===== config.mk =====
export PLATFORM = sky130hd
export DESIGN_NAME = text_console_cursor_engine
export DESIGN_NICKNAME = d
export VERILOG_FILES = /design/src/hw/rtl/tcce_pkg.sv /design/src/hw/rtl/text_console_cursor_engine.sv /design/src/hw/rtl/tcce_queue.sv /design/src/hw/rtl/tcce_front.sv /design/src/hw/rtl/tcce_back.sv
export VERILOG_INCLUDE_DIRS = /design/src /design/src/hw/rtl
export SDC_FILE = /design/constraint.sdc
export NUM_CORES = 1
export LEC_CHECK = 0
export BUFFER_PORTS_ARGS = -buffer_cell sky130_fd_sc_hd__buf_2
export CORE_MARGIN = 3
export CORE_UTILIZATION = 40
export CTS_CLUSTER_SIZE = 24
export DETAILED_ROUTE_END_ITERATION = 8
export PLACE_DENSITY = 0.73
export SLEW_MARGIN = 20
export SYNTH_ARGS = -nofsm -noshare
export SYNTH_HDL_FRONTEND = slang
export SYNTH_HIERARCHICAL = 1
export SYNTH_SLANG_ARGS = --single-unit

===== constraint.sdc =====
create_clock -name aclk -period 6.4 [get_ports aclk]
set_input_delay 1.28 -clock aclk [delete_from_list [all_inputs] [get_ports aclk]]
set_output_delay 1.28 -clock aclk [all_outputs]
set_load 0.01 [all_outputs]

===== src/hw/rtl/text_console_cursor_engine_defines.svh =====
// ----------------------------------------------------------------------------
// Text console cursor engine - assertion macros
// Shared concurrent assertion forms for the cursor engine RTL.
// ----------------------------------------------------------------------------
`ifndef TEXT_CONSOLE_CURSOR_ENGINE_DEFINES_SVH
`define TEXT_CONSOLE_CURSOR_ENGINE_DEFINES_SVH

// Same-cycle implication, gated by the active-low reset.
`define TCCE_ASSERT_NOW(label, clk, rst_n, ante, cons, msg) \
    label: assert property (@(posedge clk) disable iff (!rst_n) (ante) |-> (cons)) \
        else $error(msg);

// Next-cycle implication, gated by the active-low reset.
`define TCCE_ASSERT_NEXT(label, clk, rst_n, ante, cons, msg) \
    label: assert property (@(posedge clk) disable iff (!rst_n) (ante) |=> (cons)) \
        else $error(msg);

`endif


===== src/hw/rtl/tcce_pkg.sv =====
// ----------------------------------------------------------------------------
// Text console cursor engine - package
// Operation codes, character codes and the types shared by the engine.
// ----------------------------------------------------------------------------
package tcce_pkg;

    // cell operation codes
    localparam logic [1:0] OP_DRAW         = 2'd0;
    localparam logic [1:0] OP_CLEAR_CELL   = 2'd1;
    localparam logic [1:0] OP_SCROLL       = 2'd2;
    localparam logic [1:0] OP_CLEAR_SCREEN = 2'd3;

    // control characters
    localparam logic [7:0] CH_BACKSPACE = 8'h08;
    localparam logic [7:0] CH_TAB       = 8'h09;
    localparam logic [7:0] CH_NEWLINE   = 8'h0A;
    localparam logic [7:0] CH_RETURN    = 8'h0D;

    localparam logic [6:0] GLYPH_SUBST = 7'h3F;
    localparam logic [6:0] GLYPH_SPACE = 7'h20;

    localparam int QUEUE_DEPTH = 2;

    typedef enum logic [2:0] {
        K_CHAR      = 3'd0,
        K_CLEAR     = 3'd1,
        K_NEWLINE   = 3'd2,
        K_RETURN    = 3'd3,
        K_TAB       = 3'd4,
        K_BACKSPACE = 3'd5
    } kind_t;

    typedef struct packed {
        kind_t      kind;
        logic [6:0] glyph;
    } entry_t;

    // effective geometry, zero already mapped to one
    typedef struct packed {
        logic [7:0] cols;
        logic [6:0] rows;
    } geom_t;

    typedef struct packed {
        logic [1:0] op;
        logic [7:0] column;
        logic [6:0] row;
        logic [6:0] glyph;
        logic       last;
    } cell_op_t;

endpackage


===== src/hw/rtl/text_console_cursor_engine.sv =====
// ----------------------------------------------------------------------------
// Text console cursor engine - top level
// Turns characters and clear commands into display cell operations.
//
//   Port group   Dir   Moves
//   s_*          in    one character or clear command per beat
//   m_*          out   one cell operation per beat, tlast on the final one
//   APB          in    columns (0x0) and text_rows (0x4) registers
//
// Plain characters, newline, return, backspace and clear are handled in the
// idle state; a draw that scrolls goes on to the scroll state. A tab leaves
// idle for the divide and remainder states, then draws its spaces, plus a
// scroll where needed. The two-entry queue lets input beats land while the
// sequencer is busy. Reset homes the cursor and loads 80 columns by 25 rows;
// the output register holds its beat while m_tready is low.
// ----------------------------------------------------------------------------
`include "text_console_cursor_engine_defines.svh"

module text_console_cursor_engine #(
    parameter int TAB_STOP = 4
) (
    input  logic        aclk,
    input  logic        aresetn,

    input  logic        s_tvalid,
    output logic        s_tready,
    input  logic        s_tuser,    // [0] command
    input  logic [7:0]  s_tdata,    // [7:0] char_code

    output logic        m_tvalid,
    input  logic        m_tready,
    output logic [1:0]  m_tuser,    // [1:0] op
    output logic [23:0] m_tdata,    // [7:0] cell_column, [14:8] cell_row, [21:15] glyph
    output logic        m_tlast,    // last

    input  logic        psel,
    input  logic        penable,
    input  logic        pwrite,
    input  logic [2:0]  paddr,
    input  logic [31:0] pwdata,
    output logic [31:0] prdata,
    output logic        pready
);

    logic [7:0]          columns_reg;
    logic [6:0]          text_rows_reg;
    logic                cfg_write;
    tcce_pkg::geom_t     geom;
    logic                queue_full;
    logic                push_valid;
    tcce_pkg::entry_t    push_entry;
    logic                pop;
    logic                head_valid;
    tcce_pkg::entry_t    head_entry;
    tcce_pkg::cell_op_t  m_op;

    // configuration registers
    assign pready    = 1'b1;
    assign cfg_write = psel && penable && pwrite && pready;
    assign prdata    = paddr[2] ? {25'd0, text_rows_reg} : {24'd0, columns_reg};

    always_ff @(posedge aclk) begin
        if (!aresetn) begin
            columns_reg   <= 8'd80;
            text_rows_reg <= 7'd25;
        end else if (cfg_write) begin
            if (paddr[2]) begin
                text_rows_reg <= pwdata[6:0];
            end else begin
                columns_reg <= pwdata[7:0];
            end
        end
    end

    // zero geometry acts as one
    assign geom.cols = (columns_reg == '0) ? 8'd1 : columns_reg;
    assign geom.rows = (text_rows_reg == '0) ? 7'd1 : text_rows_reg;

    tcce_front u_front (
        .s_tvalid   (s_tvalid),
        .s_tready   (s_tready),
        .s_tuser    (s_tuser),
        .s_tdata    (s_tdata),
        .queue_full (queue_full),
        .push_valid (push_valid),
        .push_entry (push_entry)
    );

    tcce_queue u_queue (
        .aclk       (aclk),
        .aresetn    (aresetn),
        .push_valid (push_valid),
        .push_entry (push_entry),
        .full       (queue_full),
        .pop        (pop),
        .head_valid (head_valid),
        .head_entry (head_entry)
    );

    tcce_back #(
        .TAB_STOP (TAB_STOP)
    ) u_back (
        .aclk       (aclk),
        .aresetn    (aresetn),
        .geom       (geom),
        .head_valid (head_valid),
        .head_entry (head_entry),
        .pop        (pop),
        .m_tvalid   (m_tvalid),
        .m_tready   (m_tready),
        .m_op       (m_op)
    );

    assign m_tuser = m_op.op;
    assign m_tlast = m_op.last;
    assign m_tdata = {2'b00, m_op.glyph, m_op.row, m_op.column};

    `TCCE_ASSERT_NOW(a_glyph_only_on_draw, aclk, aresetn,
        m_tvalid && (m_tuser != tcce_pkg::OP_DRAW),
        m_tdata[21:15] == 7'd0, "glyph set on a non-draw operation")

    `TCCE_ASSERT_NOW(a_screen_ops_no_cell, aclk, aresetn,
        m_tvalid && ((m_tuser == tcce_pkg::OP_SCROLL) ||
                     (m_tuser == tcce_pkg::OP_CLEAR_SCREEN)),
        m_tdata[14:0] == 15'd0, "cell position set on a screen-wide operation")

    `TCCE_ASSERT_NOW(a_clear_screen_last, aclk, aresetn,
        m_tvalid && (m_tuser == tcce_pkg::OP_CLEAR_SCREEN),
        m_tlast, "clear screen is not the final operation")

    `TCCE_ASSERT_NEXT(a_full_queue_stalls, aclk, aresetn,
        s_tvalid && s_tready && queue_full,
        1'b0, "input beat taken while the queue was full")

endmodule


===== src/hw/rtl/tcce_queue.sv =====
// ----------------------------------------------------------------------------
// Text console cursor engine - command queue
// Short register queue between the classifier and the cursor sequencer.
// ----------------------------------------------------------------------------
module tcce_queue (
    input  logic              aclk,
    input  logic              aresetn,
    input  logic              push_valid,
    input  tcce_pkg::entry_t  push_entry,
    output logic              full,
    input  logic              pop,
    output logic              head_valid,
    output tcce_pkg::entry_t  head_entry
);

    localparam int PTR_W = (tcce_pkg::QUEUE_DEPTH > 1) ? $clog2(tcce_pkg::QUEUE_DEPTH) : 1;
    localparam int CNT_W = $clog2(tcce_pkg::QUEUE_DEPTH + 1);

    tcce_pkg::entry_t  mem_reg [tcce_pkg::QUEUE_DEPTH];
    logic [PTR_W-1:0]  wr_ptr_reg, wr_ptr_next;
    logic [PTR_W-1:0]  rd_ptr_reg, rd_ptr_next;
    logic [CNT_W-1:0]  count_reg, count_next;
    logic              push_ok;
    logic              pop_ok;

    assign full       = (count_reg == CNT_W'(tcce_pkg::QUEUE_DEPTH));
    assign head_valid = (count_reg != '0);
    assign head_entry = mem_reg[rd_ptr_reg];
    assign push_ok    = push_valid && !full;
    assign pop_ok     = pop && head_valid;

    always_comb begin
        wr_ptr_next = wr_ptr_reg;
        rd_ptr_next = rd_ptr_reg;
        count_next  = count_reg;
        if (push_ok) begin
            wr_ptr_next = (wr_ptr_reg == PTR_W'(tcce_pkg::QUEUE_DEPTH - 1)) ? '0
                                                                          : wr_ptr_reg + 1'b1;
        end
        if (pop_ok) begin
            rd_ptr_next = (rd_ptr_reg == PTR_W'(tcce_pkg::QUEUE_DEPTH - 1)) ? '0
                                                                          : rd_ptr_reg + 1'b1;
        end
        if (push_ok && !pop_ok) begin
            count_next = count_reg + 1'b1;
        end else if (pop_ok && !push_ok) begin
            count_next = count_reg - 1'b1;
        end
    end

    always_ff @(posedge aclk) begin
        if (!aresetn) begin
            wr_ptr_reg <= '0;
            rd_ptr_reg <= '0;
            count_reg  <= '0;
        end else begin
            wr_ptr_reg <= wr_ptr_next;
            rd_ptr_reg <= rd_ptr_next;
            count_reg  <= count_next;
        end
    end

    always_ff @(posedge aclk) begin
        if (push_ok) begin
            mem_reg[wr_ptr_reg] <= push_entry;
        end
    end

endmodule


===== src/hw/rtl/tcce_front.sv =====
// ----------------------------------------------------------------------------
// Text console cursor engine - front end
// Accepts input beats and sorts them into command kinds for the queue.
// ----------------------------------------------------------------------------
module tcce_front (
    input  logic              s_tvalid,
    output logic              s_tready,
    input  logic              s_tuser,      // [0] command
    input  logic [7:0]        s_tdata,      // [7:0] char_code
    input  logic              queue_full,
    output logic              push_valid,
    output tcce_pkg::entry_t  push_entry
);

    assign s_tready   = !queue_full;
    assign push_valid = s_tvalid;

    always_comb begin
        push_entry.glyph = s_tdata[7] ? tcce_pkg::GLYPH_SUBST : s_tdata[6:0];
        if (s_tuser) begin
            push_entry.kind = tcce_pkg::K_CLEAR;
        end else begin
            unique case (s_tdata)
                tcce_pkg::CH_NEWLINE:   push_entry.kind = tcce_pkg::K_NEWLINE;
                tcce_pkg::CH_RETURN:    push_entry.kind = tcce_pkg::K_RETURN;
                tcce_pkg::CH_TAB:       push_entry.kind = tcce_pkg::K_TAB;
                tcce_pkg::CH_BACKSPACE: push_entry.kind = tcce_pkg::K_BACKSPACE;
                default:                push_entry.kind = tcce_pkg::K_CHAR;
            endcase
        end
    end

endmodule


===== src/hw/rtl/tcce_back.sv =====
// ----------------------------------------------------------------------------
// Text console cursor engine - back end
// Holds the cursor, sequences cell operations and registers the result beat.
// ----------------------------------------------------------------------------
module tcce_back #(
    parameter int TAB_STOP = 4
) (
    input  logic                aclk,
    input  logic                aresetn,
    input  tcce_pkg::geom_t     geom,
    input  logic                head_valid,
    input  tcce_pkg::entry_t    head_entry,
    output logic                pop,
    output logic                m_tvalid,
    input  logic                m_tready,
    output tcce_pkg::cell_op_t  m_op
);

    // column / TAB_STOP through a reciprocal, exact for 8-bit columns
    localparam int          DIV_SHIFT = 16;
    localparam int unsigned RECIP     = ((2 ** DIV_SHIFT) + TAB_STOP - 1) / TAB_STOP;
    localparam int          PROD_W    = 8 + DIV_SHIFT;
    localparam int          CNT_W     = $clog2(TAB_STOP + 1);

    typedef enum logic [4:0] {
        ST_IDLE     = 5'b00001,
        ST_TAB_DIV  = 5'b00010,
        ST_TAB_REM  = 5'b00100,
        ST_TAB_DRAW = 5'b01000,
        ST_SCROLL   = 5'b10000
    } state_t;

    state_t              state_reg, state_next;
    logic [7:0]          col_reg, col_next;
    logic [6:0]          row_reg, row_next;
    logic [7:0]          quot_reg, quot_next;
    logic [CNT_W-1:0]    left_reg, left_next;
    logic                out_valid_reg, out_valid_next;
    tcce_pkg::cell_op_t  out_reg, out_next;

    logic                out_free;
    logic [8:0]          col_inc;
    logic                wrap;
    logic [7:0]          row_inc;
    logic                row_over;
    logic [6:0]          row_last;
    logic [PROD_W-1:0]   recip_prod;
    logic [12:0]         back_prod;
    logic [7:0]          rem;
    logic [CNT_W-1:0]    tab_left;
    logic                emit;
    tcce_pkg::cell_op_t  emit_op;
    logic                do_draw;
    logic [6:0]          draw_glyph;
    logic                draw_stop;

    assign out_free   = !out_valid_reg || m_tready;
    assign col_inc    = {1'b0, col_reg} + 9'd1;
    assign wrap       = (col_inc >= {1'b0, geom.cols});
    assign row_inc    = {1'b0, row_reg} + 8'd1;
    assign row_over   = (row_inc >= {1'b0, geom.rows});
    assign row_last   = geom.rows - 7'd1;
    assign recip_prod = PROD_W'(col_reg) * PROD_W'(RECIP);
    assign back_prod  = 13'(quot_reg) * 13'(TAB_STOP);
    assign rem        = col_reg - back_prod[7:0];
    assign tab_left   = CNT_W'(9'(TAB_STOP) - {1'b0, rem});

    assign m_tvalid = out_valid_reg;
    assign m_op     = out_reg;

    always_comb begin
        state_next = state_reg;
        col_next   = col_reg;
        row_next   = row_reg;
        quot_next  = quot_reg;
        left_next  = left_reg;
        pop        = 1'b0;
        emit       = 1'b0;
        emit_op    = '0;
        do_draw    = 1'b0;
        draw_glyph = head_entry.glyph;
        draw_stop  = 1'b1;

        unique case (state_reg)
            ST_IDLE: begin
                if (head_valid && out_free) begin
                    pop = 1'b1;
                    unique case (head_entry.kind)
                        tcce_pkg::K_CLEAR: begin
                            emit         = 1'b1;
                            emit_op.op   = tcce_pkg::OP_CLEAR_SCREEN;
                            emit_op.last = 1'b1;
                            col_next     = '0;
                            row_next     = '0;
                        end
                        tcce_pkg::K_NEWLINE: begin
                            col_next = '0;
                            if (row_over) begin
                                emit         = 1'b1;
                                emit_op.op   = tcce_pkg::OP_SCROLL;
                                emit_op.last = 1'b1;
                                row_next     = row_last;
                            end else begin
                                row_next = row_inc[6:0];
                            end
                        end
                        tcce_pkg::K_RETURN: begin
                            col_next = '0;
                        end
                        tcce_pkg::K_TAB: begin
                            state_next = ST_TAB_DIV;
                        end
                        tcce_pkg::K_BACKSPACE: begin
                            if (col_reg != '0) begin
                                col_next       = col_reg - 8'd1;
                                emit           = 1'b1;
                                emit_op.op     = tcce_pkg::OP_CLEAR_CELL;
                                emit_op.column = col_reg - 8'd1;
                                emit_op.row    = row_reg;
                                emit_op.last   = 1'b1;
                            end else if (row_reg != '0) begin
                                // wrap back to the end of the previous line
                                col_next       = geom.cols - 8'd1;
                                row_next       = row_reg - 7'd1;
                                emit           = 1'b1;
                                emit_op.op     = tcce_pkg::OP_CLEAR_CELL;
                                emit_op.column = geom.cols - 8'd1;
                                emit_op.row    = row_reg - 7'd1;
                                emit_op.last   = 1'b1;
                            end
                        end
                        tcce_pkg::K_CHAR: begin
                            do_draw = 1'b1;
                        end
                        default: ;
                    endcase
                end
            end
            ST_TAB_DIV: begin
                quot_next  = recip_prod[PROD_W-1:DIV_SHIFT];
                state_next = ST_TAB_REM;
            end
            ST_TAB_REM: begin
                left_next  = tab_left;
                state_next = ST_TAB_DRAW;
            end
            ST_TAB_DRAW: begin
                if (out_free) begin
                    do_draw    = 1'b1;
                    draw_glyph = tcce_pkg::GLYPH_SPACE;
                    draw_stop  = (left_reg == CNT_W'(1));
                    left_next  = left_reg - 1'b1;
                end
            end
            ST_SCROLL: begin
                if (out_free) begin
                    emit         = 1'b1;
                    emit_op.op   = tcce_pkg::OP_SCROLL;
                    emit_op.last = 1'b1;
                    state_next   = ST_IDLE;
                end
            end
            default: state_next = ST_IDLE;
        endcase

        // draw at the cursor, then advance with wrap and scroll
        if (do_draw) begin
            emit           = 1'b1;
            emit_op.op     = tcce_pkg::OP_DRAW;
            emit_op.column = col_reg;
            emit_op.row    = row_reg;
            emit_op.glyph  = draw_glyph;
            if (wrap) begin
                col_next = '0;
                if (row_over) begin
                    row_next     = row_last;
                    emit_op.last = 1'b0;
                    state_next   = ST_SCROLL;
                end else begin
                    row_next     = row_inc[6:0];
                    emit_op.last = 1'b1;
                    state_next   = ST_IDLE;
                end
            end else begin
                col_next     = col_inc[7:0];
                emit_op.last = draw_stop;
                state_next   = draw_stop ? ST_IDLE : state_reg;
            end
        end

        out_valid_next = out_valid_reg;
        out_next       = out_reg;
        if (emit) begin
            out_valid_next = 1'b1;
            out_next       = emit_op;
        end else if (m_tready) begin
            out_valid_next = 1'b0;
        end
    end

    always_ff @(posedge aclk) begin
        if (!aresetn) begin
            state_reg     <= ST_IDLE;
            col_reg       <= '0;
            row_reg       <= '0;
            out_valid_reg <= 1'b0;
        end else begin
            state_reg     <= state_next;
            col_reg       <= col_next;
            row_reg       <= row_next;
            out_valid_reg <= out_valid_next;
        end
    end

    always_ff @(posedge aclk) begin
        quot_reg <= quot_next;
        left_reg <= left_next;
        out_reg  <= out_next;
    end

endmodule

; ---- After elaboration in Yosys (flattened, before gate mapping)
; Memory sizes are Yosys's and may differ from the RTL's. A register that Yosys moved wholly into a read port is not among the register bits.
; Cells that the tools add are included.
[word_totals]
regBits = 69
mem_bits_rw = 20
input_bits = 51
out_inout_bits = 62
word_cells = 156
memories = 1
[op_classes]
addsub = 13
n_lt_le_gt_ge = 2
n_eq_ne = 23
n_mux = 70
n_bitwise = 1
n_reduce_logical = 30
[mem_list]
columns = memory, words, word_bits, read_ports, rd_clocked_by_memory_dff, write_ports, line
row1 = u_queue.mem_reg, 2, 10, 1, 1, 1, tcce_queue.sv:19  ; tcce_pkg::entry_t mem_reg [tcce_pkg::QUEUE_DEPTH];
[ops]
columns = operator, count
row1 = 7-bit 2-to-1 mux, 11
row2 = 8-bit 2-to-1 mux, 8
row3 = 5-bit 2-to-1 mux, 7
row4 = 8-bit by 4-bit == test with 1-bit output (second input constant), 4
row5 = 16-bit 2-to-1 mux, 2
row6 = 15-bit 2-to-1 mux, 2
row7 = 5-bit case mux with 5 select lines, 1
row8 = 23-bit 2-to-1 mux, 1
row9 = 1-bit 2-to-1 mux, 22
row10 = 7-bit case mux with 3 select lines, 1
row11 = 17-bit 2-to-1 mux, 1
row12 = 8-bit case mux with 2 select lines, 1
row13 = 8-bit by 1-bit subtractor with 8-bit output (second input constant), 2
row14 = 7-bit by 1-bit subtractor with 7-bit output (second input constant), 2
row15 = 3-bit case mux with 4 select lines, 1
row16 = 2-bit nonzero test, 6
row17 = 8-bit by 1-bit adder with 9-bit output (second input constant), 1
row18 = 9-bit by 8-bit >= comparator with 1-bit output, 1
row19 = 7-bit by 1-bit adder with 8-bit output (second input constant), 1
row20 = 8-bit by 7-bit >= comparator with 1-bit output, 1
row21 = 8-bit zero test, 1
row22 = 2-bit 2-to-1 mux, 4
row23 = 8-bit nonzero test, 1
row24 = 1-bit logical AND, 7
row25 = other kinds (36), 50

; ---- Longest topological paths before layout
; Gate-level depths: netlist of the first run.
[logic_depth]
word_depth = 9
mapped_depth = 12
depth_no_buf = 11

; ---- By module
; Netlist of the first run, hierarchy kept.
[by_module_without_submodules]
columns = mod, instances, cells_each, area_each_um2, seq_area_each_um2
row1 = tcce_back, 1, 455, 4048.9, 1291.2
row2 = text_console_cursor_engine, 1, 121, 1031.0, 300.3
row3 = tcce_queue, 1, 57, 948.4, 700.7
row4 = tcce_front, 1, 19, 157.7, 0.0

; ---- Worst setup path after synthesis of the first run
; OpenSTA, ideal clock, no wires.
[synth_path]
path_kind = register to register
from = reg u_back.row_reg[0]
to = reg u_back.out_reg, in the netlist u_back/m_op[0], enable pin
setup_time_ps = 416
arrival_ps = 3271
t_required_ps = 5984
slack_ps = 2713
path_stages_with_launch = 10
path_buffers = 1
period_less_slack_ps = 3687
path_cell_list = dfxtp_1 clkbuf_1 inv_1 ha_1 ha_1 nand2_1 o21ai_0 a211oi_4 o21a_1 o211ai_1
[synth_between]
elab_chain_cells = 7
word_cells_on_any_way = 10
classes_between = 1 x add/sub / 1 x order compare / 7 x mux / 1 x reduce/logical
[synth_lines]
columns = element, line
row1 = from (decl), tcce_back.sv:35  ; logic [6:0] row_reg, row_next;
row2 = from (signal assigned), tcce_back.sv:210  ; row_reg <= row_next;
row3 = 7-bit by 1-bit adder with 8-bit output or 7-bit nonzero test (tied branches), "tcce_back.sv:60, tcce_back.sv:121"
row4 = 8-bit by 7-bit >= comparator with 1-bit output or 1-bit 2-to-1 mux (tied branches), "tcce_back.sv:61, tcce_back.sv:121"
row5 = 1-bit 2-to-1 mux (on tied branches), "tcce_back.sv:98, tcce_back.sv:114"
row6 = 1-bit case mux with 3 select lines *, tcce_back.sv:88  ; unique case (head_entry.kind)
row7 = 1-bit 2-to-1 mux *, tcce_back.sv:86  ; if (head_valid && out_free) begin
row8 = 1-bit case mux with 2 select lines *, tcce_back.sv:84  ; unique case (state_reg)
row9 = 1-bit 2-to-1 mux *, tcce_back.sv:167  ; if (do_draw) begin
row10 = via u_back.emit, tcce_back.sv:51  ; logic emit;
row11 = to (signal assigned), tcce_back.sv:218  ; out_reg <= out_next;
row12 = to (decl), tcce_back.sv:39  ; tcce_pkg::cell_op_t out_reg, out_next;
; Mark *: on every way through the listed nets, which the timed path passes. The rest lies on a longest branch.
; A chain may end at the register's enable or synchronous reset.

; ---- Worst setup path in the final report of the first run
[layout_path]
from = reg u_back.row_reg[0]
to = reg u_back.out_reg, in the netlist u_back/m_op[21], enable pin
; Same word-level chain as after synthesis.

==> run metrics, run 1 <==
WP data arrival=3.69 ns; clock tree sinks=90; clk slew on worst S/H paths=0.07 ns; Root Driver=clkbuf_16; RSZ-0062 raised after global routing=no; diodes inserted=0; maxcap violations=0; Non-Filler Instances=865; hold-critical path depth=2; Clk Latency, worst-skew pair=0.35 ns; row cnt=44; Hold Violations, Final=0; flip-flop and latch area=2292 µm²; Startpoint Class=flip-flop; largest net degree at the start of global routing=47; number of flip-flops in the largest register=25; fraction of layout instances using a drive strength above 1=0.1997; pwr dens=368.8 nW/µm²; Inserted Clock Buffers=9; number of synthesized flops with an enable pin=49; total power=2.460 mW; worst hold endpoint=columns_reg[0]; Adder-Cell Fraction of Synth Area=0.05461; post-synthesis simple-gate area fraction=0.2128; HPWL after DPL=10090 µm; clk_skew=0.006365 ns; area of the mapped netlist=6186 µm²; Peak VDD IR=0.1859 mV; vias in the first global route=4340; register-to-register setup slack=2.79 ns; Avg Cell Area, Syn=9.488 µm²; area leader, netlist=edfxtp_1; Crit Reg-Reg Startpoint=u_back/row_reg[0]; clock tree from TritonCTS=done; Layout Nets=754; Seq/Total Area, Yosys=0.3706; final wirelength=13810 µm; Synth Instances=652; asr flop ratio synth=0; dpl ws=2.891 ns; area grow syn2layout=7.808%; FF-to-FF End=u_back/m_op[21]; Syn. warnings=6; total grt overflow=0; post-route setup TNS=0 ns; H-Tree Level Count=3; initial DRC count=449; Seq cells post-synth=90; CP Data Required Time=6.48 ns; clk buf depth=2; # Post-CTS Setup Buffers=0; IO Port Bufs=59; R2R cell count=10; post-DR vias/cell=5.460; Die X=130.4 µm; GPL Wtd Cong=0.9010; mux share of post-synthesis cell area=0.06210; crit end category=flip-flop; Core ar.=14810 µm²; fill cell count=1435; Vias=4723; critical path type=flip-flop to flip-flop; XOR/XNOR Fraction of Synth Area=0.04389; Avg WL per Cell=15.97 µm; status=completed; min cycle time layout=3.607 ns; Most used DFF post-synth=edfxtp_1; max frequency=0.2773 GHz; Min-Delay Path Class=flip-flop to flip-flop; first-pass GRT wire length=22510 µm; initial antenna violation count=0; Worst-Margin Slew=0.9036 ns; GRT Util Overall=0.1673; ranking of synthesized cells by area=edfxtp_1, dfxtp_1, ha_1; die area=16990 µm²; drc violations=0; hold path start=columns_reg[0]; main combinational cell family by area after synthesis=simple AND/OR/NAND/NOR gates; top-area cell type share of the netlist area=0.2379; multi-input logic area=3398 µm²; quantity of hold-fixing buffers added after cts=0; Compound-Gate Fraction of Synth Area=0.1596; Tcrit/Tclk final=0.5635; Post-CTS Resized=0; Vert. Die Dim=130.4 µm; Max-slew headroom=0.3943; Leak Pwr=2.642 nW; endpoints failing setup=0; post-route ant nets=0; io pins=113; placed cell count=849; Yosys cell types=87; Initial Util=0.4177; setup ws final=2.793 ns; DRT Pass-1 Iters=6; Slew Viols, Final=0; crit path max fanout=25
worst max-delay path by stage:
stage,start,end,slack (ns),cells past startpoint
after floorplan,u_back/row_reg[0],u_back/m_op[0],2.71,9
after global placement,u_back/row_reg[0],u_back/m_op[22],2.91,10
after detailed placement,u_back/row_reg[0],u_back/m_op[21],2.89,10
after CTS,u_back/col_reg[2],u_back/col_reg[3],2.86,10
after global routing,u_back/row_reg[0],u_back/m_op[21],2.53,10
final,u_back/row_reg[0],u_back/m_op[21],2.79,10
through the flow:
step	util	instance area, µm²	hold WS, ns
finish	0.4503	6669	0.4916
global route	0.4503	6669	0.5281
CTS	0.4503	6669	0.4912
global placement	0.4289	6351	0.4794
floorplan	-	6280	0.4455
detailed placement	0.4289	6351	0.4820
layer usage:
| layer | vias up | wire [µm] | global-route usage | share of wire |
|---|---|---|---|---|
| li1 | 2337 | - | - | - |
| met1 | 2214 | 6711 | 0.2395 | 0.49 |
| met2 | 156 | 6018 | 0.2553 | 0.44 |
| met3 | 16 | 865 | 0.03070 | 0.063 |
| met4 | 0 | 216 | 0.05505 | 0.016 |
| met5 | - | 0 | 0 | 0 |
worst max-delay path: stages (launching register included):
cell and delay (ns):
dfxtp_1 0.63, ha_1 0.29, nand3_1 0.11, xnor2_1 0.22
ha_1 0.27, and3_1 0.17, a221o_1 0.40, a211oi_4 0.58
o21a_1 0.26, o211ai_1 0.11, buf_4 0.28
cell usage after synthesis, types with 3 or more instances:
cell      count
and2_1        9
nor3_1       11
mux2_2       19
o22ai_1       4
buf_6         5
mux2i_1      17
nor3_4        3
or2_1         5
a21oi_1      29
o21a_1        8
inv_1        33
ha_1         27
nand4_1       6
a21o_1        6
and3_1       15
or3_1         7
nand3_1      12
o31ai_1       8
nand2_1      51
nor2_1       32
a31oi_1      10
nor4_4        3
o32ai_1       3
o21ai_1       9
o21ai_2       3
or2_2         5
dfxtp_1      41
edfxtp_1     49
o21ai_0      30
nand2b_1      4
buf_4        32
clkbuf_2      3
buf_2         8
nor4_1        4
xor2_1        9
xnor2_1      22
nor2b_1      17
nor3b_1       3
clkbuf_1     21
a32o_1        8
layout make-up:
type,instances,share of cell area
clock buffer,10,0.03583
clock inverter,6,0.01182
sequential,90,0.3437
timing repair buffer,60,0.04540
inverter,34,0.01914
tap,184,0.03452
multi-input combinational,481,0.5096
power by group:
part | switching [mW] | leakage (nW) | internal, mW | total (mW)
Sequential | 0.0846 | 0.788 | 0.742 | 0.826
Combinational | 0.684 | 1.70 | 0.389 | 1.07
Clock | 0.238 | 0.158 | 0.322 | 0.560
cell usage in the layout, fill, tap and decap left out, drive strengths merged, types with 3 or more instances in the layout:
| cell | netlist | routed |
|---|---|---|
| nor3 | 15 | 15 |
| inv | 34 | 38 |
| a21oi | 31 | 31 |
| nor4b | 4 | 4 |
| or3 | 7 | 7 |
| nand2b | 5 | 5 |
| xnor2 | 22 | 22 |
| a21o | 6 | 6 |
| or4 | 3 | 3 |
| nand2 | 53 | 53 |
| o31ai | 9 | 9 |
| o22ai | 4 | 4 |
| dfxtp | 41 | 41 |
| edfxtp | 49 | 49 |
| nor4 | 8 | 8 |
| nor2 | 33 | 33 |
| o21a | 8 | 8 |
| conb | 2 | 27 |
| mux2i | 17 | 17 |
| a31oi | 10 | 10 |
| nand3 | 15 | 15 |
| clkbuf | 26 | 10 |
| or2 | 10 | 10 |
| o32ai | 3 | 3 |
| o21ai | 43 | 43 |
| mux2 | 19 | 19 |
| and2 | 10 | 10 |
| buf | 46 | 60 |
| ha | 27 | 27 |
| nor2b | 17 | 17 |
| nor3b | 3 | 3 |
| nand4 | 6 | 6 |
| xor2 | 9 | 9 |
| and3 | 15 | 15 |
| and4 | 4 | 4 |
| a32o | 8 | 8 |
cells by family after synthesis:
family          count (synthesis)
flops                          90
mux                            36
simple gates                  216
fa+ha+maj                      27
other cells                     2
xor+xnor                       31
compound gates                144
buf+inv                       106
Power figures use the tool's default switching activity.
==> inputs of run 2 (changes only) <==
- clock period: 6.4 -> 3.7 ns (I/O delays scaled with it)
==> run metrics, run 2 (synthesis gave the netlist of run 1 again) <==
Tcrit/Tclk final=0.8678 (was 0.5635); Crit Reg-Reg Startpoint=u_back/col_reg[1] (was u_back/row_reg[0]); diodes inserted=0 (unchanged); Hold Violations, Final=0 (unchanged); post-route setup TNS=0 ns (unchanged); crit path max fanout=9 (was 25); final wirelength=13720 µm (was 13810 µm); HPWL after DPL=10120 µm (was 10090 µm); DRT Pass-1 Iters=5 (was 6); Worst Hold Margin=0.4998 ns (was 0.4916 ns); min cycle time layout=3.211 ns (was 3.607 ns); GPL Wtd Cong=0.8968 (was 0.9010); Clk Latency, worst-skew pair=0.36 ns (was 0.35 ns); Vert. Die Dim=130.4 µm (unchanged); Min-Delay Path Class=flip-flop to flip-flop (unchanged); hold path start=columns_reg[0] (unchanged); Critical Path Source=u_back/col_reg[1] (was u_back/row_reg[0]); largest net degree at the start of global routing=27 (was 47); Vias=4779 (was 4723); initial antenna violation count=0 (unchanged); max frequency=0.3115 GHz (was 0.2773 GHz); Placement Cell Area=6434 µm² (was 6351 µm²); fraction of layout instances using a drive strength above 1=0.2124 (was 0.1997); most common cell after layout, fill and taps aside=buf_2 (unchanged); clk slew on worst S/H paths=0.07 ns (about the same); Avg WL per Cell=15.66 µm (was 15.97 µm); Inserted Clock Buffers=9 (unchanged); Slew Viols, Final=0 (unchanged); commonest non-fill, non-tap cells in the layout=buf_2, nand2_1, edfxtp_1, dfxtp_1, inv_1 (unchanged); register-to-register setup slack=0.49 ns (was 2.79 ns); number of flip-flops in the largest register=25 (unchanged); clock power share=0.216 (was 0.228); area grow syn2layout=8.798% (was 7.808%); clk_skew=0.009982 ns (was 0.006365 ns); drc violations=0 (unchanged); Layout Nets=765 (was 754); maxcap violations=0 (unchanged); IO Port Bufs=59 (unchanged); quantity of hold-fixing buffers added after cts=0 (unchanged); Comb pwr share=0.449 (was 0.436); first-pass GRT wire length=22080 µm (was 22510 µm); die area=16990 µm² (unchanged); GRT Util Overall=0.1631 (was 0.1673); critical path type=flip-flop to flip-flop (unchanged); Final Cell Area=6730 µm² (was 6669 µm²); Initial Util=0.4177 (unchanged); Reg power frac=0.335 (was 0.336); vias in the first global route=4225 (was 4340); total grt overflow=0 (unchanged); endpoints failing setup=0 (unchanged); initial DRC count=352 (was 449); Leak Pwr=2.687 nW (was 2.642 nW); clk buf depth=2 (unchanged); clock tree from TritonCTS=done (unchanged); Root Driver=clkbuf_16 (unchanged); crit end category=flip-flop (unchanged); Die X=130.4 µm (unchanged); net switching power=1.743 mW (was 1.007 mW); Post-CTS Resized=0 (unchanged); status=completed (unchanged); io pins=113 (unchanged); H-Tree Level Count=3 (unchanged); Core ar.=14810 µm² (unchanged); internal power=2.467 mW (was 1.453 mW); clock tree sinks=90 (unchanged); Startpoint Class=flip-flop (unchanged); switch share=0.4139 (was 0.4093); CP Data Required Time=3.94 ns (was 6.48 ns); post-route ant nets=0 (unchanged); pwr dens=625.5 nW/µm² (was 368.8 nW/µm²); Final Util=0.4545 (was 0.4503); Max-slew headroom=0.3962 (was 0.3943); # Post-CTS Setup Buffers=0 (unchanged); WP data arrival=3.45 ns (was 3.69 ns); post-DR vias/cell=5.455 (was 5.460); Worst-Margin Slew=0.9008 ns (was 0.9036 ns); RSZ-0062 raised after global routing=no (unchanged); row cnt=44 (unchanged); Peak VDD IR=0.3287 mV (was 0.1859 mV)
==> run 2: cell types whose count changed in the layout (fill, tap and decap cells not counted) <==
cell       previous run  this run
clkinv_4              1         3
bufinv_16             1         0
buf_4                 1        12
inv_6                 2         1
==> run 2: worst max-delay path, cell delays in order, from the launching register on <==
cell	delay (ns)
dfxtp_1	0.45
ha_1	0.29
nand3_2	0.16
or3_1	0.41
nand2_1	0.09
ha_1	0.25
a21oi_1	0.15
a21boi_0	0.14
a311o_1	0.43
o21ai_4	0.33
a21oi_1	0.11
o31a_1	0.28
==> run 2: power groups by stage <==
stage,Combinational (mW),Clock [mW],Sequential [mW]
detailed placement,1.86,0,1.43
finish,1.89,0.909,1.41
global placement,1.85,0,1.43
global route,2.09,0.969,1.43
CTS,1.87,0.927,1.41
floorplan,1.48,0,1.43
==> run 2: cell type report <==
class	instances	area [µm²]
Multi-Input combinational cell	481	3398
Clock buffer	10	239.0
Timing Repair Buffer	71	385.4
Inverter	34	127.6
Fill cell	1413	8079
Clock inverter	6	57.56
Tap cell	184	230.2
Sequential cell	90	2292
==> run 2: final timing paths <==
path / cells after the start / endpoint
worst min-delay path: 2 / columns_reg[0]
worst max register to register: 11 / u_back/row_reg[5]
worst min register to register: 2 / columns_reg[0]
worst max-delay path: 11 / u_back/row_reg[5]
==> run 2: layer usage <==
| layer | vias to the layer above | wire [µm] | global-route usage |
|---|---|---|---|
| met1 | 2205 | 6619 | 0.2439 |
| met5 | - | 0 | 0 |
| li1 | 2365 | - | - |
| met2 | 190 | 5822 | 0.2360 |
| met4 | 0 | 233 | 0.05566 |
| met3 | 19 | 1042 | 0.02988 |
==> run 2: metrics by stage <==
stage | worst slack, ns | cells | power, mW
global route | 0.2484 | 876 | 4.490
floorplan | 0.01267 | 677 | 2.911
CTS | 0.4963 | 876 | 4.208
finish | 0.4893 | 876 | 4.210
global placement | 0.5784 | 860 | 3.276
detailed placement | 0.5124 | 860 | 3.293
==> inputs of run 3 (changes only) <==
- CORE_UTILIZATION: 40 -> 45
- PLACE_DENSITY: 0.73 -> 0.79
==> run metrics, run 3 (synthesis gave the netlist of run 1 again) <==
die area=15190 µm² (was 16990 µm²); register-to-register setup slack=0.43 ns (was 0.49 ns); largest net degree at the start of global routing=42 (was 27); Worst Hold Margin=0.4905 ns (was 0.4998 ns); Placement Cell Area=6421 µm² (was 6434 µm²); Startpoint Class=flip-flop (unchanged); diodes inserted=0 (unchanged); worst hold endpoint=columns_reg[0] (unchanged); Final Util=0.5040 (was 0.4545); clock tree sinks=90 (unchanged); pwr dens=633.0 nW/µm² (was 625.5 nW/µm²); Core ar.=13350 µm² (was 14810 µm²); Min-Delay Path Class=flip-flop to flip-flop (unchanged); post-route ant nets=0 (unchanged); Layout Nets=763 (was 765); Worst-Margin Slew=0.8727 ns (was 0.9008 ns); cell family with most CP delay=compound AO/OA/AOI/OAI gates (unchanged); Critical Path Slowest Stage Cell=a311oi_1 (was dfxtp_1); Critical Path, Cell by Cell=ha_1 > nand3_2 > or3_1 > nand2_1 > ha_1 > a21oi_1 > a21boi_0 > a311oi_2 > buf_4 > a311oi_1 > nor2_1 > o221ai_1 (was ha_1 > nand3_2 > or3_1 > nand2_1 > ha_1 > a21oi_1 > a21boi_0 > a311o_1 > o21ai_4 > a21oi_1 > o31a_1); DRT Pass-1 Iters=5 (unchanged); post-DR vias/cell=5.590 (was 5.455); clock tree from TritonCTS=done (unchanged); Clk Latency, worst-skew pair=0.35 ns (was 0.36 ns); H-Tree Level Count=3 (unchanged); Levels on crit path=12 (was 11); Tcrit/Tclk final=0.8851 (was 0.8678); row cnt=42 (was 44); dpl ws=0.4808 ns (was 0.5124 ns); HPWL after DPL=9992 µm (was 10120 µm); CP Data Required Time=3.85 ns (was 3.94 ns); total power=4.259 mW (was 4.210 mW); total grt overflow=0 (unchanged); Slew Viols, Final=0 (unchanged); worst path buffer plus inverter count=1 (was 0); hold path start=columns_reg[0] (unchanged); number of flip-flops in the largest register=25 (unchanged); setup ws final=0.4252 ns (was 0.4893 ns); endpoints failing setup=0 (unchanged); Non-Filler Instances=866 (was 876); first-pass GRT wire length=22050 µm (was 22080 µm); Avg WL per Cell=15.60 µm (was 15.66 µm); Peak VDD IR=0.2418 mV (was 0.3287 mV); Hold Violations, Final=0 (unchanged); largest stage delay on the critical path=0.45 ns (about the same); quantity of hold-fixing buffers added after cts=0 (unchanged); clk slew on worst S/H paths=0.07 ns (about the same); Root Driver=clkbuf_16 (unchanged); most common cell after layout, fill and taps aside=buf_2 (unchanged); area grow syn2layout=8.758% (was 8.798%); Vias=4841 (was 4779); post-route setup TNS=0 ns (unchanged); drc violations=0 (unchanged); GPL Wtd Cong=0.9268 (was 0.8968); initial DRC count=416 (was 352); fraction of layout instances using a drive strength above 1=0.2101 (was 0.2124); vias in the first global route=4542 (was 4225); FF-to-FF End=u_back/m_op[0] (was u_back/row_reg[5]); Max-slew headroom=0.4151 (was 0.3962); initial antenna violation count=0 (unchanged); max frequency=0.3054 GHz (was 0.3115 GHz); final wirelength=13510 µm (was 13720 µm); RSZ-0062 raised after global routing=no (unchanged); status=completed (unchanged); WP data arrival=3.43 ns (was 3.45 ns); crit path max fanout=7 (was 9); clk buf depth=2 (unchanged); hold-critical path depth=2 (unchanged); fill cell count=1261 (was 1413); Die X=123.2 µm (was 130.4 µm); Final Cell Area=6728 µm² (was 6730 µm²); clk_skew=0.009175 ns (was 0.009982 ns); Crit Reg-Reg Startpoint=u_back/col_reg[1] (unchanged); Vert. Die Dim=123.2 µm (was 130.4 µm); GRT Util Overall=0.1829 (was 0.1631); io pins=113 (unchanged); Post-CTS Resized=0 (unchanged); min cycle time layout=3.275 ns (was 3.211 ns); R2R cell count=12 (was 11); Leak Pwr=2.685 nW (was 2.687 nW); maxcap violations=0 (unchanged); commonest non-fill, non-tap cells in the layout=buf_2, nand2_1, edfxtp_1, dfxtp_1, inv_1 (unchanged); placed cell count=850 (was 860); Initial Util=0.4634 (was 0.4177); Inserted Clock Buffers=9 (unchanged); most frequent CP cell=ha_1; critical path type=flip-flop to flip-flop (unchanged); # Post-CTS Setup Buffers=0 (unchanged); IO Port Bufs=59 (unchanged); crit end category=flip-flop (unchanged)
## run 3: cell count changes in the layout (fill, tap and decap cells not counted), sizes merged
cell and delta:
clkbuf -1, bufinv +1, buf -2, clkinv -1
inv +1
## run 3: power by group
| part | internal, mW | switching [mW] |
|---|---|---|
| clock | 0.535 | 0.405 |
| combinational | 0.706 | 1.20 |
| sequential | 1.28 | 0.133 |
## run 3: final cells by class
class,instances,area [µm²],share of cell area
Timing Repair Buffer,69,382.9,0.05691
Inverter,34,127.6,0.01897
Multi-Input combinational cell,481,3398,0.5051
Clock buffer,9,225.2,0.03348
Sequential cell,90,2292,0.3407
Clock inverter,7,81.33,0.01209
Tap cell,176,220.2,0.03273
## run 3: layer usage
layer | up-vias | GRT usage | wire length, µm
met5 | - | 0 | 0
met4 | 0 | 0.05952 | 225
met3 | 22 | 0.03294 | 1000
met2 | 192 | 0.2919 | 6243
met1 | 2266 | 0.2520 | 6040
li1 | 2361 | - | -
## run 3: worst max path at each step
stage	from	endpoint	slack, ns
floorplan	u_back/row_reg[0]	u_back/m_op[0]	0.01
global placement	u_back/col_reg[1]	u_back/m_op[0]	0.53
detailed placement	u_back/col_reg[1]	u_back/state_reg[0]	0.48
CTS	u_back/col_reg[1]	u_back/state_reg[0]	0.46
global route	u_back/col_reg[1]	u_back/m_op[0]	0.13
finish	u_back/col_reg[1]	u_back/m_op[0]	0.43
## run 3: worst register-to-register path: stages, from the launching register on
cell	delay (ns)
dfxtp_1	0.44
ha_1	0.30
nand3_2	0.17
or3_1	0.42
nand2_1	0.09
ha_1	0.16
a21oi_1	0.08
a21boi_0	0.31
a311oi_2	0.10
buf_4	0.20
a311oi_1	0.45
nor2_1	0.11
o221ai_1	0.25
